--- src/hw/rtl/tpdq_pkg.sv ---
// ----------------------------------------------------------------------------
// Timestamped pin debounce qualifier package
// Item types, configuration types, codes and reset values.
// ----------------------------------------------------------------------------
`timescale 1ns / 1ps
`default_nettype none

package tpdq_pkg;

    localparam int unsigned TimeW  = 32;
    localparam int unsigned CountW = 32;
    localparam int unsigned DebW   = 16;
    localparam int unsigned CfgIdxW = 2;
    localparam int unsigned CfgDataW = 32;

    typedef enum logic [1:0] {
        EV_UNCHANGED = 2'd0,
        EV_MATCH     = 2'd1,
        EV_UNMATCH   = 2'd2,
        EV_SPURIOUS  = 2'd3
    } t_event_kind;

    typedef enum logic [CfgIdxW-1:0] {
        CFG_DEBOUNCE_MS    = 2'd0,
        CFG_MAX_MATCHED_MS = 2'd1,
        CFG_MATCH_LEVEL    = 2'd2
    } t_cfg_index;

    localparam logic [DebW-1:0]  DebounceReset   = 16'd50;
    localparam logic [TimeW-1:0] MaxMatchedReset = 32'd0;
    localparam logic             MatchLevelReset = 1'b1;

    typedef struct packed {
        logic             level;
        logic [TimeW-1:0] now_ms;
    } t_in_item;

    typedef struct packed {
        logic              matched;
        logic [1:0]        event_kind;
        logic [TimeW-1:0]  matched_duration;
        logic [CountW-1:0] invoked_count;
        logic [CountW-1:0] match_count;
        logic [CountW-1:0] unmatch_count;
        logic [CountW-1:0] spurious_count;
        logic [CountW-1:0] unchanged_count;
    } t_out_item;

    typedef struct packed {
        logic [DebW-1:0]  debounce_ms;
        logic [TimeW-1:0] max_matched_ms;
        logic             match_level;
    } t_cfg;

endpackage

`default_nettype wire

--- src/hw/rtl/tpdq_cfg_regs.sv ---
// ----------------------------------------------------------------------------
// Timestamped pin debounce qualifier configuration registers
// Holds debounce time, maximum matched time and match level.
// ----------------------------------------------------------------------------
`timescale 1ns / 1ps
`default_nettype none

module tpdq_cfg_regs (
    input  wire logic                            i_clk,
    input  wire logic                            i_rst_n,
    input  wire logic                            i_cfg_valid,
    input  wire logic [tpdq_pkg::CfgIdxW-1:0]    i_cfg_index,
    input  wire logic [tpdq_pkg::CfgDataW-1:0]   i_cfg_data,
    output tpdq_pkg::t_cfg                       o_cfg
);

    tpdq_pkg::t_cfg r_cfg;
    tpdq_pkg::t_cfg n_cfg;

    always_comb begin
        n_cfg = r_cfg;
        if (i_cfg_valid) begin
            unique case (tpdq_pkg::t_cfg_index'(i_cfg_index))
                tpdq_pkg::CFG_DEBOUNCE_MS: begin
                    n_cfg.debounce_ms = i_cfg_data[tpdq_pkg::DebW-1:0];
                end
                tpdq_pkg::CFG_MAX_MATCHED_MS: begin
                    n_cfg.max_matched_ms = i_cfg_data[tpdq_pkg::TimeW-1:0];
                end
                tpdq_pkg::CFG_MATCH_LEVEL: begin
                    n_cfg.match_level = i_cfg_data[0];
                end
                default: begin
                    n_cfg = r_cfg;
                end
            endcase
        end
    end

    always_ff @(posedge i_clk) begin
        if (!i_rst_n) begin
            r_cfg.debounce_ms    <= tpdq_pkg::DebounceReset;
            r_cfg.max_matched_ms <= tpdq_pkg::MaxMatchedReset;
            r_cfg.match_level    <= tpdq_pkg::MatchLevelReset;
        end else begin
            r_cfg <= n_cfg;
        end
    end

    assign o_cfg = r_cfg;

endmodule

`default_nettype wire

--- src/hw/rtl/tpdq_eval.sv ---
// ----------------------------------------------------------------------------
// Timestamped pin debounce qualifier evaluation stage
// Judges one pin event against the stored state and updates the counters.
// ----------------------------------------------------------------------------
`timescale 1ns / 1ps
`default_nettype none

module tpdq_eval (
    input  wire logic        i_clk,
    input  wire logic        i_rst_n,
    input  wire logic        i_step,
    input  wire tpdq_pkg::t_in_item i_item,
    input  wire tpdq_pkg::t_cfg   i_cfg,
    output tpdq_pkg::t_out_item o_result
);

    logic                               r_prev_level;
    logic [tpdq_pkg::TimeW-1:0]         r_prev_time;
    logic                               r_matched;
    logic [tpdq_pkg::TimeW-1:0]         r_duration;
    logic [tpdq_pkg::CountW-1:0]        r_events;
    logic [tpdq_pkg::CountW-1:0]        r_matches;
    logic [tpdq_pkg::CountW-1:0]        r_unmatches;
    logic [tpdq_pkg::CountW-1:0]        r_spurious;
    logic [tpdq_pkg::CountW-1:0]        r_repeats;

    logic                               n_matched;
    logic [tpdq_pkg::TimeW-1:0]         n_duration;
    logic [tpdq_pkg::CountW-1:0]        n_events;
    logic [tpdq_pkg::CountW-1:0]        n_matches;
    logic [tpdq_pkg::CountW-1:0]        n_unmatches;
    logic [tpdq_pkg::CountW-1:0]        n_spurious;
    logic [tpdq_pkg::CountW-1:0]        n_repeats;

    logic                               w_changed;
    logic [tpdq_pkg::TimeW-1:0]         w_elapsed;
    logic                               w_settled;
    logic                               w_to_match;
    logic                               w_within;
    tpdq_pkg::t_event_kind              w_kind;

    assign w_changed  = i_item.level != r_prev_level;
    assign w_elapsed  = i_item.now_ms - r_prev_time;
    assign w_settled  = w_elapsed >= {{(tpdq_pkg::TimeW-tpdq_pkg::DebW){1'b0}},
                                      i_cfg.debounce_ms};
    assign w_to_match = i_item.level == i_cfg.match_level;
    assign w_within   = (i_cfg.max_matched_ms == '0) || (w_elapsed < i_cfg.max_matched_ms);

    always_comb begin
        if (!w_changed) begin
            w_kind = tpdq_pkg::EV_UNCHANGED;
        end else if (!w_settled) begin
            w_kind = tpdq_pkg::EV_SPURIOUS;
        end else if (w_to_match) begin
            w_kind = tpdq_pkg::EV_MATCH;
        end else if (w_within) begin
            w_kind = tpdq_pkg::EV_UNMATCH;
        end else begin
            w_kind = tpdq_pkg::EV_SPURIOUS;
        end
    end

    // A settled change sets or clears the flag even when the maximum time is exceeded.
    assign n_matched   = (w_changed && w_settled) ? w_to_match : r_matched;
    assign n_duration  = (w_kind == tpdq_pkg::EV_UNMATCH) ? w_elapsed : r_duration;
    assign n_events    = r_events + {{(tpdq_pkg::CountW-1){1'b0}}, 1'b1};
    assign n_matches   = r_matches + {{(tpdq_pkg::CountW-1){1'b0}},
                                      w_kind == tpdq_pkg::EV_MATCH};
    assign n_unmatches = r_unmatches + {{(tpdq_pkg::CountW-1){1'b0}},
                                        w_kind == tpdq_pkg::EV_UNMATCH};
    assign n_spurious  = r_spurious + {{(tpdq_pkg::CountW-1){1'b0}},
                                       w_kind == tpdq_pkg::EV_SPURIOUS};
    assign n_repeats   = r_repeats + {{(tpdq_pkg::CountW-1){1'b0}}, !w_changed};

    always_ff @(posedge i_clk) begin
        if (!i_rst_n) begin
            r_prev_level <= 1'b0;
            r_prev_time  <= '0;
            r_matched    <= 1'b0;
            r_duration   <= '0;
            r_events     <= '0;
            r_matches    <= '0;
            r_unmatches  <= '0;
            r_spurious   <= '0;
            r_repeats    <= '0;
        end else if (i_step) begin
            if (w_changed) begin
                r_prev_level <= i_item.level;
                r_prev_time  <= i_item.now_ms;
            end
            r_matched   <= n_matched;
            r_duration  <= n_duration;
            r_events    <= n_events;
            r_matches   <= n_matches;
            r_unmatches <= n_unmatches;
            r_spurious  <= n_spurious;
            r_repeats   <= n_repeats;
        end
    end

    always_comb begin
        o_result.matched          = n_matched;
        o_result.event_kind       = w_kind;
        o_result.matched_duration = n_duration;
        o_result.invoked_count    = n_events;
        o_result.match_count      = n_matches;
        o_result.unmatch_count    = n_unmatches;
        o_result.spurious_count   = n_spurious;
        o_result.unchanged_count  = n_repeats;
    end

endmodule

`default_nettype wire

--- src/hw/rtl/timestamped_pin_debounce_qualifier.sv ---
// ----------------------------------------------------------------------------
// Timestamped pin debounce qualifier
// Qualifies timestamped pin-change events against a debounce time.
// ----------------------------------------------------------------------------
// Usage: each input item carries a sampled pin level and a 32-bit millisecond
// timestamp, offered on i_in_valid/o_in_ready. Every item yields exactly one
// result item on o_out_valid/i_out_ready with the matched flag, the event kind,
// the last matched duration and all event counters after the update.
// The item is captured in an input register, judged by the evaluation logic,
// and the result is captured in an output register.
// Throughput is one item per cycle while i_out_ready is high; the state update
// is one subtract and two compares, so consecutive items follow without gaps.
// If the receiver stalls, the result is held, the input register still fills,
// and o_in_ready drops only when both registers are occupied.
// Configuration writes on i_cfg_valid are always taken and must be issued
// while no item is in flight.
// Reset clears the valid flags of both pipeline registers, all counters and
// the stored level and time, and restores the configuration reset values.
// ----------------------------------------------------------------------------
`timescale 1ns / 1ps
`default_nettype none

module timestamped_pin_debounce_qualifier (
    input  wire logic                          i_clk,
    input  wire logic                          i_rst_n,
    input  wire logic                          i_in_valid,
    output logic                               o_in_ready,
    input  wire tpdq_pkg::t_in_item            i_in_item,
    output logic                               o_out_valid,
    input  wire logic                          i_out_ready,
    output tpdq_pkg::t_out_item                o_out_item,
    input  wire logic                          i_cfg_valid,
    output logic                               o_cfg_ready,
    input  wire logic [tpdq_pkg::CfgIdxW-1:0]  i_cfg_index,
    input  wire logic [tpdq_pkg::CfgDataW-1:0] i_cfg_data
);

    logic                r_in_valid;
    tpdq_pkg::t_in_item  r_in_item;
    logic                r_out_valid;
    tpdq_pkg::t_out_item r_out_item;

    logic                w_advance;
    tpdq_pkg::t_cfg      w_cfg;
    tpdq_pkg::t_out_item w_result;

    assign w_advance   = r_in_valid && (!r_out_valid || i_out_ready);
    assign o_in_ready  = !r_in_valid || w_advance;
    assign o_cfg_ready = 1'b1;

    tpdq_cfg_regs u_cfg_regs (
        .i_clk       (i_clk),
        .i_rst_n     (i_rst_n),
        .i_cfg_valid (i_cfg_valid),
        .i_cfg_index (i_cfg_index),
        .i_cfg_data  (i_cfg_data),
        .o_cfg       (w_cfg)
    );

    tpdq_eval u_eval (
        .i_clk    (i_clk),
        .i_rst_n  (i_rst_n),
        .i_step   (w_advance),
        .i_item   (r_in_item),
        .i_cfg    (w_cfg),
        .o_result (w_result)
    );

    always_ff @(posedge i_clk) begin
        if (!i_rst_n) begin
            r_in_valid  <= 1'b0;
            r_out_valid <= 1'b0;
        end else begin
            if (o_in_ready) begin
                r_in_valid <= i_in_valid;
            end
            if (w_advance) begin
                r_out_valid <= 1'b1;
            end else if (i_out_ready) begin
                r_out_valid <= 1'b0;
            end
        end
    end

    always_ff @(posedge i_clk) begin
        if (o_in_ready && i_in_valid) begin
            r_in_item <= i_in_item;
        end
        if (w_advance) begin
            r_out_item <= w_result;
        end
    end

    assign o_out_valid = r_out_valid;
    assign o_out_item  = r_out_item;

endmodule

`default_nettype wire

--- config.mk ---
export PLATFORM = sky130hd
export DESIGN_NAME = timestamped_pin_debounce_qualifier
export DESIGN_NICKNAME = d
export VERILOG_FILES = /design/src/hw/rtl/tpdq_pkg.sv /design/src/hw/rtl/tpdq_cfg_regs.sv /design/src/hw/rtl/tpdq_eval.sv /design/src/hw/rtl/timestamped_pin_debounce_qualifier.sv
export SDC_FILE = /design/constraint.sdc
export NUM_CORES = 1
export LEC_CHECK = 0
export BUFFER_PORTS_ARGS = -buffer_cell sky130_fd_sc_hd__buf_2
export CAP_MARGIN = 20
export CORE_UTILIZATION = 27
export DETAILED_ROUTE_END_ITERATION = 16
export SLEW_MARGIN = 20
export SYNTH_ARGS = -nofsm -noshare
export SYNTH_HDL_FRONTEND = slang
export SYNTH_HIERARCHICAL = 1
export SYNTH_SLANG_ARGS = --single-unit
--- constraint.sdc ---
create_clock -name i_clk -period 28.5 [get_ports i_clk]
set_input_delay 4.275 -clock i_clk [delete_from_list [all_inputs] [get_ports i_clk]]
set_output_delay 4.275 -clock i_clk [all_outputs]
set_load 0.01 [all_outputs]
# Yosys cells after proc, flatten, opt, wreduce, memory -nomap -nowiden
# Index checks and enable logic that the tools add are counted.
[totals] reg_bits=505 in_bits=72 output_inout_bits=198 word_cells=63
[classes] n_addsub=6 order_cmp=2 n_eq_ne=7 mux=8 reduce_logical=16
[ops] op="32-bit by 1-bit adder with 32-bit output" count=4
[ops] op="32-bit by 1-bit adder with 32-bit output, second input constant" count=1
[ops] op="32-bit by 16-bit greater-or-equal comparator with 1-bit output" count=1
[ops] op="32-bit zero test" count=1
[ops] op="32-bit < comparator" count=1
[ops] op="32-bit two-way mux" count=1
[ops] op="32-bit subtractor" count=1
[ops] op="2-bit AND reduction" count=4
[ops] op="2-bit equality test, second input constant" count=3
[ops] op="2-bit two-way mux" count=3
[ops] op="2-bit by 1-bit equality test with 1-bit output, second input constant" count=2
[ops] op="1-bit two-way mux" count=4
[ops] op="1-bit logical AND" count=3
[ops] op="1-bit zero test" count=3
[ops] op="1-bit logical OR" count=3
[ops] op="2-bit zero test" count=1
[ops] op="2-bit nonzero test" count=1
[ops] op="1-bit equality test" count=1
[ops] op="1-bit != test" count=1

# Longest topological paths before layout
# Gate-level depths: netlist of the first run.
[logic_depth] depth_word=9 depth_mapped=35 depth_no_buf=33

# Hierarchy
# Netlist of the first run, hierarchy kept.
[by_module_without_submodules] mod="tpdq_eval" n_inst=1 cells_each=1935 area_each_um2=15008.1 seq_area_each_um2=4524.3
[by_module_without_submodules] mod="timestamped_pin_debounce_qualifier" n_inst=1 cells_each=239 area_each_um2=6961.7 seq_area_each_um2=6886.6
[by_module_without_submodules] mod="tpdq_cfg_regs" n_inst=1 cells_each=201 area_each_um2=1963.1 seq_area_each_um2=980.9

# Worst setup path before layout of the first run
# No wires, ideal clock.
[synth_path] kind="input-to-reg" startpoint="input i_out_ready" endpoint="register u_eval/r_duration[24] in the netlist's numbering" setup_time_ps=70 arrival_time_ps=14375 t_required_ps=28430 slack_ps=14055 cell_stages=9 n_path_buf=3 cell_sequence="nor2b_4 -> nor2b_1 -> clkbuf_1 -> nand2b_1 -> clkbuf_1 -> nor2_1 -> clkbuf_1 -> nand3_1 -> a21oi_1"
[synth_between] elab_chain_cells=2
[synth_lines] item="start: declaration" line_no="timestamped_pin_debounce_qualifier.sv:30" text="input wire logic i_out_ready,"
[synth_lines] item="1-bit logical OR" line_no="timestamped_pin_debounce_qualifier.sv:47" text="assign w_advance = r_in_valid && (!r_out_valid || i_out_ready);"
[synth_lines] item="1-bit logical AND" line_no="timestamped_pin_debounce_qualifier.sv:47"
[synth_lines] item="named net w_advance" line_no="timestamped_pin_debounce_qualifier.sv:43" text="logic w_advance;"
[synth_lines] item="end signal: assignment" line_no="tpdq_eval.sv:92" text="r_duration <= n_duration;"
[synth_lines] item="end: declaration" line_no="tpdq_eval.sv:20" text="logic [tpdq_pkg::TimeW-1:0] r_duration;"
# The timed path passes the listed nets, and every way through them passes these cells.
# A chain may end at the register's enable or synchronous reset.

# Worst setup path after layout of the first run
[layout_path] startpoint="input i_out_ready" endpoint="output o_in_ready"
[layout_between] elab_chain_cells=3
[layout_lines] item="1-bit logical OR" line_no="timestamped_pin_debounce_qualifier.sv:47"
[layout_lines] item="1-bit logical AND" line_no="timestamped_pin_debounce_qualifier.sv:47"
[layout_lines] item="1-bit logical OR" line_no="timestamped_pin_debounce_qualifier.sv:48" text="assign o_in_ready = !r_in_valid || w_advance;"
[layout_lines] item="end: declaration" line_no="timestamped_pin_debounce_qualifier.sv:27" text="output logic o_in_ready,"
# Every way passes these cells.

==> results.ini, run 1 <==
[run_status]
status = finished, final reports clean

[clock_tree]
cts_tree = done
cts_resized = 0
htreeDepth = 2
cts_buffer_depth = 3
clock_latency_ns = 0.65
clk_pin_slew_worst_paths_ns = 0.05
cts_buffers = 58
clock_sinks = 505
cts_setup_buffers = 0
cts-hold-fix-buffers = 0
root_buffer = clkbuf_16

[placed_design]
io_buffers = 268
gp_congestion = 0.8533
hpwlAfterDp_mm = 42.61

[worst_setup_path]
r2r_start = r_in_item[12]$_DFFE_PP_
r2r_cells = 30
worstPathMaxFanout = 2
regToRegSetupSlack_ns = 19.88
r2r-end = u_eval/r_unmatches[30]$_SDFFE_PN0P_
crit_type = input port to output pin
start_kind = input port
slowest_stage = nand3b_4
crit_arrival_ns = 4.69
cp.required_ns = 24.23
worst_path_most_repeated_cell = buf_2
setup.worst_path.end_class = output pin
path_cells = buf_2 > nand3b_4 > buf_2
slowest_delay_ns = 0.15

[sta]
drv_slew = 0
setup_violations = 0
max_slew_margin_pct = 30.53
setup_tns_ns = 0
finalClockSkew_ns = 0.07557
max_freq_mhz = 111.6
min_period_ns = 8.962
worstMarginPinSlew_ns = 1.042
rsz0062_at_grt = false
finalCritPeriodShare_pct = 31.45
hold_viol_final = 0

[logic_synthesis]
synth_cells = 2375
synth_cell_types = 83
yosysSeqAreaShare_pct = 51.78
synthArstFlopShare_pct = 0
synth_edf_count = 228
syn-num-nets = 2535
ys_ff_latch = 505
syn_avg_cell_area_sq_um = 10.08
netlist_area_sq_um = 23930
yosysWarnings = 6
synth-main-ff-cell = dfxtp_1

[hold_path]
worstHoldStart = u_eval/r_prev_time[22]$_SDFFE_PN0P_
min_to = u_eval/r_prev_time[22]$_SDFFE_PN0P_
hold_depth = 2
holdCritPathClass = register to register

[finish]
final.fill_count = 8969
mostFrequentLayoutCell = nand2_1
layout-drive-gt1-share_pct = 15.39
syn_to_final_growth_pct = 18.05
nNetsFinal = 2755
utilization_pct = 32.36
final_cell_mix = 317 x nand2_1, 277 x dfxtp_1, 267 x buf_2, 228 x edfxtp_1, 211 x xor2_1

[routing]
drt_iter0_markers = 975
wl_mm = 60.42
wl_per_cell_microns = 15.89
via_per_inst = 4.503
vias = 17115
drt.antenna.violating_nets = 0
drc = 0
drtPass1Iterations = 5

[global_route]
grt_use_met2_pct = 21.54
grt_pass1_vias = 16361
grt_overflow_total = 0
grt_pass1_wl_mm = 92.90
gr-usage-all-layers_pct = 13.07
top_usage_layer = met2
grt_max_degree = 151
grt_use_met3_pct = 1.879
antenna_found_initial = 1
grt_use_met1_pct = 17.66

[die]
die_y_microns = 299.7
core_sq_um = 87290
fp.dieW_microns = 299.7
pin_count = 270
num_rows = 108
start_util_pct = 27.42
die_area_sq_um = 89840

[pwr]
ir_worst_vdd_v = 0.00004273
leakage_nw = 10.74
pwr_density_cell_nw_per_um2 = 61.02

[run]
max_cap_viol_count = 0

-- synthesized netlist by cell type, drive strengths merged, types with 3 or more instances --
master | n | share of area (%)
a2111oi | 3 | 0.16
a211o | 4 | 0.15
a211oi | 8 | 0.29
a21boi | 3 | 0.094
a21o | 21 | 0.66
a21oi | 128 | 2.7
a22o | 4 | 0.15
a31oi | 6 | 0.16
and2 | 19 | 0.50
and3 | 54 | 1.4
and4 | 12 | 0.44
buf | 38 | 1.1
clkbuf | 85 | 1.3
dfxtp | 277 | 23
edfxtp | 228 | 29
ha | 87 | 4.5
inv | 104 | 1.6
mux2 | 27 | 1.3
mux2i | 55 | 2.3
nand2 | 319 | 5.0
nand2b | 5 | 0.13
nand3 | 106 | 2.2
nand3b | 4 | 0.18
nand4 | 54 | 1.4
nor2 | 205 | 3.2
nor2b | 10 | 0.29
nor3 | 25 | 0.54
nor3b | 3 | 0.094
nor4 | 20 | 0.64
o211ai | 12 | 0.40
o21a | 7 | 0.22
o21ai | 72 | 1.5
o21bai | 3 | 0.094
o32ai | 3 | 0.11
or2 | 4 | 0.10
or3 | 14 | 0.37
or4bb | 3 | 0.14
xnor2 | 104 | 3.8
xor2 | 211 | 7.7
-- worst max-delay path by stage --
stage | slack (ns) | endpoint | start
3_3_place_gp | 19.54 | o_in_ready | i_out_ready
6_report | 19.54 | o_in_ready | i_out_ready
5_1_grt | 19.12 | u_eval/r_unmatches[30]$_SDFFE_PN0P_ | r_in_item[12]$_DFFE_PP_
4_1_cts | 19.54 | o_in_ready | i_out_ready
2_1_floorplan | 14.06 | u_eval/r_duration[24]$_SDFFE_PN0P_ | i_out_ready
3_5_place_dp | 19.54 | o_in_ready | i_out_ready
-- critical path: cells and delay by family --
kind / cells / cell delay [ns]
AND/OR/NAND/NOR: 1 / 0.15
buffers and inverters: 2 / 0.26
-- layout make-up --
cell class | instances | area, sq um | area share (%)
sequential | 505 | 12390 | 43.86
tap | 1155 | 1445 | 5.115
clock buffer | 75 | 1555 | 5.505
multi-input combinational | 1642 | 10590 | 37.47
clock inverter | 35 | 402.9 | 1.426
timing repair buffer | 283 | 1469 | 5.199
inverter | 105 | 399.1 | 1.413
antenna | 1 | 2.502 | 0.008857
-- where the power goes --
| part | switching, mW | leakage (nW) | internal, mW |
|---|---|---|---|
| combinational | 0.114 | 5.46 | 0.0614 |
| clock | 0.318 | 0.948 | 0.436 |
| sequential | 0.0121 | 4.33 | 0.782 |
| total | 0.445 | 10.7 | 1.28 |
-- cells by family after synthesis --
group / count (synthesis) / share of synthesized area (%)
and+or+nand+nor: 867 / 17.09
AOI/OAI and AO/OA: 289 / 7.262
xor gates and xnor gates: 315 / 11.53
buffers and inverters: 228 / 4.125
adders and majority gates: 88 / 4.632
muxes: 82 / 3.571
other: 1 / 0.01567
DFF: 505 / 51.78
-- per-layer routing --
layer | up-vias | wire [microns]
li1 | 8624 | -
met5 | - | 0
met4 | 0 | 1584
met2 | 396 | 27880
met3 | 96 | 2918
met1 | 7999 | 28030
-- sequential cells by signal, summed over array words and instances, names as in the netlist --
signal	flops
u_eval/r_events	32
u_eval/r_matched	1
r_in_valid	1
r_in_item	33
u_eval/r_repeats	32
u_eval/r_prev_level	1
o_out_valid	1
u_eval/r_prev_time	32
u_cfg_regs/o_cfg	49
u_eval/r_matches	32
u_eval/r_spurious	32
u_eval/r_unmatches	32
u_eval/r_duration	32
o_out_item	195
-- through the flow --
step	hold slack, ns	instances	area, sq um	setup slack, ns	power [mW]
after floorplan	0.4347	2375	23930	14.06	0.9240
after global placement	0.4414	3690	26290	19.54	0.9829
after detailed placement	0.4465	3690	26290	19.54	0.9851
after CTS	0.4543	3800	28250	19.54	1.753
after global routing	0.4676	3800	28250	19.12	1.801
final	0.4518	3801	28250	19.54	1.724
(Power assumes the default switching activity.)
==> run 2: changes to the inputs <==
==> constraint.sdc (replaced) <==
create_clock -name i_clk -period 7.61 [get_ports i_clk]
set_input_delay 1.1415 -clock i_clk [delete_from_list [all_inputs] [get_ports i_clk]]
set_output_delay 1.1415 -clock i_clk [all_outputs]
set_load 0.01 [all_outputs]
==> results.ini, run 2 (synthesis gave the netlist of run 1 again) <==
[worst_setup_path]
crit_type = register to register  ; was input port to output pin
cp.buffers_inverters = 2  ; unchanged
r2r_start = r_in_item[12]$_DFFE_PP_  ; unchanged
worstPathMaxFanout = 7  ; was 2
r2r_cells = 31  ; was 30
crit_arrival_ns = 7.59  ; was 4.69 ns
setup.worst_path.end_class = register  ; was output pin
slowest_stage = ha_1  ; was nand3b_4
cp.required_ns = 8.07  ; was 24.23 ns
start_kind = register  ; was input port
slowest_delay_ns = 0.43  ; was 0.15 ns
cp_top_family = simple AND/OR/NAND/NOR gates  ; was buffers and inverters
regToRegSetupSlack_ns = 0.47  ; was 19.88 ns
r2r-end = u_eval/r_unmatches[30]$_SDFFE_PN0P_  ; unchanged

[sta]
max_slew_margin_pct = 30.09  ; was 30.53%
drv_slew = 0  ; unchanged
min_period_ns = 7.136
finalClockSkew_ns = 0.01568  ; was 0.07557 ns
finalCritPeriodShare_pct = 93.77
hold_viol_final = 0  ; unchanged
worstMarginPinSlew_ns = 1.049  ; was 1.042 ns
max_freq_mhz = 140.1
setup_violations = 0  ; unchanged
hold_slack_ns = 0.4526  ; was 0.4518 ns
post-route-worst-setup-slack_ns = 0.4744  ; was 19.54 ns

[finish]
syn_to_final_growth_pct = 18.86  ; was 18.05%
largest_register_ffs = 195  ; unchanged
nNetsFinal = 2769  ; was 2755
final_cell_mix = 317 x nand2_1, 277 x dfxtp_1, 267 x buf_2, 228 x edfxtp_1, 210 x xor2_1  ; was 317 x nand2_1, 277 x dfxtp_1, 267 x buf_2, 228 x edfxtp_1, 211 x xor2_1
layout.cells.non_filler = 3814  ; was 3801
mostFrequentLayoutCell = nand2_1  ; unchanged
layout-drive-gt1-share_pct = 16.33  ; was 15.39%
final.fill_count = 8990  ; was 8969
fin_area_sq_um = 28450  ; was 28250 sq um

[placed_design]
dpl_cell_area_sq_um = 26380  ; was 26290 sq um
dp_worst_setup_slack_ns = -0.08978  ; was 19.54 ns
hpwlAfterDp_mm = 43.61  ; was 42.61 mm
gp_congestion = 0.8748  ; was 0.8533
io_buffers = 268  ; unchanged
placed_cells = 3701  ; was 3690

[clock_tree]
cts_buffers = 57  ; was 58
clk_pin_slew_worst_paths_ns = 0.06  ; was 0.05 ns
clock_latency_ns = 0.61  ; was 0.65 ns
cts-hold-fix-buffers = 0  ; unchanged
root_buffer = clkbuf_16  ; unchanged
clock_sinks = 505  ; unchanged
cts_tree = done  ; unchanged
htreeDepth = 2  ; unchanged
cts_buffer_depth = 3  ; unchanged

[die]
die_y_microns = 299.7  ; unchanged
start_util_pct = 27.42  ; unchanged
die_area_sq_um = 89840  ; unchanged
fp.dieW_microns = 299.7  ; unchanged
num_rows = 108  ; unchanged
core_sq_um = 87290  ; unchanged
pin_count = 270  ; unchanged

[global_route]
grt_max_degree = 143  ; was 151
grt_pass1_vias = 16588  ; was 16361
grt_pass1_wl_mm = 95.15  ; was 92.90 mm
gr-usage-all-layers_pct = 13.41  ; was 13.07%
grt_overflow_total = 0  ; unchanged
antenna_found_initial = 1  ; unchanged

[hold_path]
holdCritPathClass = register to register  ; unchanged
hold_depth = 2  ; unchanged
min_to = u_eval/r_prev_time[6]$_SDFFE_PN0P_  ; was u_eval/r_prev_time[22]$_SDFFE_PN0P_
worstHoldStart = u_eval/r_prev_time[6]$_SDFFE_PN0P_  ; was u_eval/r_prev_time[22]$_SDFFE_PN0P_

[routing]
drt_iter0_markers = 1073  ; was 975
via_per_inst = 4.579  ; was 4.503
drtPass1Iterations = 5  ; unchanged
vias = 17463  ; was 17115
drc = 0  ; unchanged
drt.antenna.violating_nets = 0  ; unchanged
wl_per_cell_microns = 16.20  ; was 15.89 microns
wl_mm = 61.80  ; was 60.42 mm

[pwr]
power_mw = 6.495  ; was 1.724 mW
ir_worst_vdd_v = 0.0001786  ; was 0.00004273 V
leakage_nw = 10.83  ; was 10.74 nW
pwr_density_cell_nw_per_um2 = 228.3  ; was 61.02 nW/um^2

[run_status]
status = finished, final reports clean  ; unchanged

[run]
max_cap_viol_count = 0  ; unchanged

==> run 2: final cells by class <==
| type | count | area (sq um) | share of cell area, % |
|---|---|---|---|
| Clock buffer | 78 | 1608 | 5.652 |
| Antenna cell | 1 | 2.502 | 0.008797 |
| Tap cell | 1155 | 1445 | 5.080 |
| Sequential cell | 505 | 12390 | 43.56 |
| Timing Repair Buffer | 298 | 1594 | 5.604 |
| Inverter | 105 | 399.1 | 1.403 |
| Clock inverter | 30 | 346.6 | 1.218 |
| Multi-Input combinational cell | 1642 | 10660 | 37.47 |
==> run 2: what timing repair did <==
item | CTS | global route
endpoints found under the setup margin | 3 | 33
hold endpoints to repair | 0 | 0
buffers inserted | 0 | 4
resized for setup | 1 | 14
pin swaps | 0 | 1
==> run 2: layer usage <==
metal	GRT usage [%]	wire length [microns]	vias up
met5	0	0	-
met4	3.729	1554	0
met3	2.356	3266	96
met2	21.90	28340	457
met1	18.14	28640	8268
li1	-	-	8642
==> run 2: worst max-delay path by stage <==
| stage | cells past startpoint | start | slack [ns] | end |
|---|---|---|---|---|
| final | 31 | r_in_item[12]$_DFFE_PP_ | 0.47 | u_eval/r_unmatches[30]$_SDFFE_PN0P_ |
| after floorplan | 34 | r_in_item[0]$_DFFE_PP_ | 0.75 | o_out_item[92]$_DFFE_PP_ |
| after CTS | 29 | r_in_item[0]$_DFFE_PP_ | 0.15 | o_out_item[126]$_DFFE_PP_ |
| after global routing | 33 | r_in_item[0]$_DFFE_PP_ | -0.005 | u_eval/r_unmatches[29]$_SDFFE_PN0P_ |
| after detailed placement | 29 | r_in_item[0]$_DFFE_PP_ | -0.09 | o_out_item[126]$_DFFE_PP_ |
| after global placement | 29 | r_in_item[0]$_DFFE_PP_ | -0.15 | o_out_item[126]$_DFFE_PP_ |
==> run 2: stage by stage <==
| step | TNS [ns] | util, % |
|---|---|---|
| 3_5_place_dp | -0.1943 | 30.22 |
| 2_1_floorplan | 0 | - |
| 6_report | 0 | 32.59 |
| 4_1_cts | 0 | 32.47 |
| 5_1_grt | -0.007188 | 32.58 |
| 3_3_place_gp | -0.3396 | 30.22 |
==> run 2: worst reg2reg max path, delay by kind of cell (launching register included) <==
kind | cells | cell delay, ns
adders and majority gates | 4 | 1.25
AOI/OAI and AO/OA | 10 | 1.87
xor gates and xnor gates | 2 | 0.50
buffers and inverters | 2 | 0.31
and+or+nand+nor | 13 | 2.67
DFF | 1 | 0.39
==> run 2: where the power goes <==
part	internal, mW	switching [mW]	total [mW]
combinational	0.239	0.435	0.673
sequential	2.93	0.0450	2.97
clock	1.69	1.16	2.85
total	4.85	1.64	6.50
==> run 3: changes to the inputs <==
--- a/config.mk
+++ b/config.mk
@@ -8,6 +8,7 @@
 export BUFFER_PORTS_ARGS = -buffer_cell sky130_fd_sc_hd__buf_2
 export CAP_MARGIN = 20
 export CORE_UTILIZATION = 27
+export CTS_BUF_LIST = sky130_fd_sc_hd__clkbuf_4
 export DETAILED_ROUTE_END_ITERATION = 16
 export SLEW_MARGIN = 20
 export SYNTH_ARGS = -nofsm -noshare
==> results.ini, run 3 (synthesis gave the netlist of run 1 again) <==
[run_status]
status = finished, final reports clean  ; unchanged

[global_route]
antenna_found_initial = 2  ; was 1
grt_pass1_vias = 17340  ; was 16588
grt_overflow_total = 0  ; unchanged
gr-usage-all-layers_pct = 13.81  ; was 13.41%
grt_pass1_wl_mm = 96.74  ; was 95.15 mm
grt_max_degree = 143  ; unchanged

[sta]
setup_violations = 0  ; unchanged
finalClockSkew_ns = 0.08064  ; was 0.01568 ns
max_slew_margin_pct = 30.14  ; was 30.09%
worstMarginPinSlew_ns = 1.048  ; was 1.049 ns
min_period_ns = 7.162  ; was 7.136 ns
hold_slack_ns = 0.3690  ; was 0.4526 ns
finalCritPeriodShare_pct = 94.12  ; was 93.77%
post-route-worst-setup-slack_ns = 0.4478  ; was 0.4744 ns
max_freq_mhz = 139.6  ; was 140.1 MHz
drv_slew = 0  ; unchanged
setup_tns_ns = 0  ; unchanged
hold_viol_final = 0  ; unchanged

[placed_design]
gp_congestion = 0.8748  ; unchanged
io_buffers = 268  ; unchanged
hpwlAfterDp_mm = 43.61  ; unchanged
dpl_cell_area_sq_um = 26380  ; unchanged
dp_worst_setup_slack_ns = -0.08978  ; unchanged

[die]
pin_count = 270  ; unchanged
num_rows = 108  ; unchanged
die_area_sq_um = 89840  ; unchanged
core_sq_um = 87290  ; unchanged
fp.dieW_microns = 299.7  ; unchanged
die_y_microns = 299.7  ; unchanged
start_util_pct = 27.42  ; unchanged

[routing]
drt.antenna.violating_nets = 0  ; unchanged
drtPass1Iterations = 5  ; unchanged
drc = 0  ; unchanged
wl_mm = 62.66  ; was 61.80 mm
drt_iter0_markers = 933  ; was 1073
wl_per_cell_microns = 15.75  ; was 16.20 microns
via_per_inst = 4.522  ; was 4.579
vias = 17989  ; was 17463

[clock_tree]
cts_buffer_depth = 3  ; unchanged
cts_buffers = 144  ; was 57
htreeDepth = 4  ; was 2
root_buffer = clkbuf_4  ; was clkbuf_16
clock_latency_ns = 0.96  ; was 0.61 ns
cts_tree = done  ; unchanged
clk_pin_slew_worst_paths_ns = 0.07  ; was 0.06 ns
clock_sinks = 505  ; unchanged

[worst_setup_path]
slowest_stage = ha_1  ; unchanged
slowest_delay_ns = 0.43  ; about the same
setup.worst_path.end_class = register  ; unchanged
start_kind = register  ; unchanged
crit_type = register to register  ; unchanged
r2r_cells = 31  ; unchanged
worstPathMaxFanout = 7  ; unchanged
cp.required_ns = 8.37  ; was 8.07 ns
crit_arrival_ns = 7.93  ; was 7.59 ns

[run]
max_cap_viol_count = 0  ; unchanged

[pwr]
p_sw_mw = 1.710  ; was 1.641 mW
pwr_density_cell_nw_per_um2 = 223.4  ; was 228.3 nW/um^2
leakage_nw = 11.08  ; was 10.83 nW
sequentialPowerShare_pct = 46.6  ; was 45.8%
pwr-share-comb_pct = 10.6  ; was 10.4%
power_frac_clock_pct = 42.8  ; was 43.9%
ir_worst_vdd_v = 0.0001398  ; was 0.0001786 V
p_int_mw = 4.664  ; was 4.854 mW
switching_share_pct = 26.82  ; was 25.27%

[finish]
mostFrequentLayoutCell = nand2_1  ; unchanged
fin_area_sq_um = 28540  ; was 28450 sq um
syn_to_final_growth_pct = 19.23  ; was 18.86%
layout-drive-gt1-share_pct = 21.21  ; was 16.33%
nNetsFinal = 2856  ; was 2769
largest_register_ffs = 195  ; unchanged
final_cell_mix = 317 x nand2_1, 277 x dfxtp_1, 267 x buf_2, 231 x clkbuf_4, 228 x edfxtp_1  ; was 317 x nand2_1, 277 x dfxtp_1, 267 x buf_2, 228 x edfxtp_1, 210 x xor2_1

[hold_path]
hold_depth = 1  ; was 2
holdCritPathClass = input port to register  ; was register to register

run 3: cell types whose count changed in the layout (fill, tap and decap cells not counted), moves of 3 or more:
cell | before | now
clkbuf_1 | 13 | 0
clkbuf_8 | 6 | 0
clkinv_2 | 11 | 7
clkbuf_16 | 59 | 0
clkbuf_4 | 0 | 231
clkinv_1 | 4 | 17
bufinv_16 | 6 | 3
inv_6 | 3 | 7
run 3: worst paths after layout:
check	start	end	slack [ns]
max	r_in_item[12]$_DFFE_PP_	u_eval/r_unmatches[30]$_SDFFE_PN0P_	0.45
min	i_in_item[30]	r_in_item[30]$_DFFE_PP_	0.37
max reg2reg	r_in_item[12]$_DFFE_PP_	u_eval/r_unmatches[30]$_SDFFE_PN0P_	0.45
min reg2reg	u_eval/r_prev_time[6]$_SDFFE_PN0P_	u_eval/r_prev_time[6]$_SDFFE_PN0P_	0.45
run 3: critical path: cells and delay by family (launching register included):
kind / cells / cell delay (ns)
adders and majority gates: 4 / 1.24
AOI/OAI and AO/OA: 10 / 1.87
DFF: 1 / 0.40
buffers and inverters: 2 / 0.32
and+or+nand+nor: 13 / 2.67
xor gates and xnor gates: 2 / 0.47
run 3: final cells by class:
type / count / area (sq um)
Sequential cell: 505 / 12390
Tap cell: 1155 / 1445
Antenna cell: 3 / 7.507
Inverter: 105 / 399.1
Fill cell: 9065 / 58760
Timing Repair Buffer: 298 / 1594
Clock inverter: 39 / 296.5
Multi-Input combinational cell: 1642 / 10670
Clock buffer: 231 / 1734
run 3: metrics by stage:
stage | utilization [%] | power (mW) | instances
floorplan | - | 3.449 | 2375
global placement | 30.22 | 3.699 | 3701
detailed placement | 30.22 | 3.702 | 3701
CTS | 32.56 | 6.514 | 3971
global route | 32.69 | 6.742 | 3977
finish | 32.69 | 6.374 | 3978
run 3: timing repair:
action                                  CTS  global route
endpoints found under the setup margin    3            35
gates resized for setup                   1            16
buffers inserted                          0             4
hold buffers                              0             0
pin swaps                                 0             1
run 3: power groups by stage:
stage / combinational [mW] / sequential (mW) / clock (mW)
2_1_floorplan: 0.401 / 3.05 / 0
3_3_place_gp: 0.669 / 3.03 / 0
3_5_place_dp: 0.671 / 3.03 / 0
4_1_cts: 0.675 / 2.97 / 2.87
5_1_grt: 0.747 / 2.98 / 3.02
6_report: 0.673 / 2.97 / 2.73
run 3: routing by layer:
| metal | global-route usage, % | vias to the layer above | routed length (microns) | share of wire [%] |
|---|---|---|---|---|
| met2 | 21.90 | 544 | 28760 | 46 |
| met4 | 5.515 | 0 | 1540 | 2.5 |
| li1 | - | 8904 | - | - |
| met1 | 17.97 | 8433 | 28370 | 45 |
| met5 | 0 | - | 0 | 0 |
| met3 | 3.447 | 108 | 3987 | 6.4 |
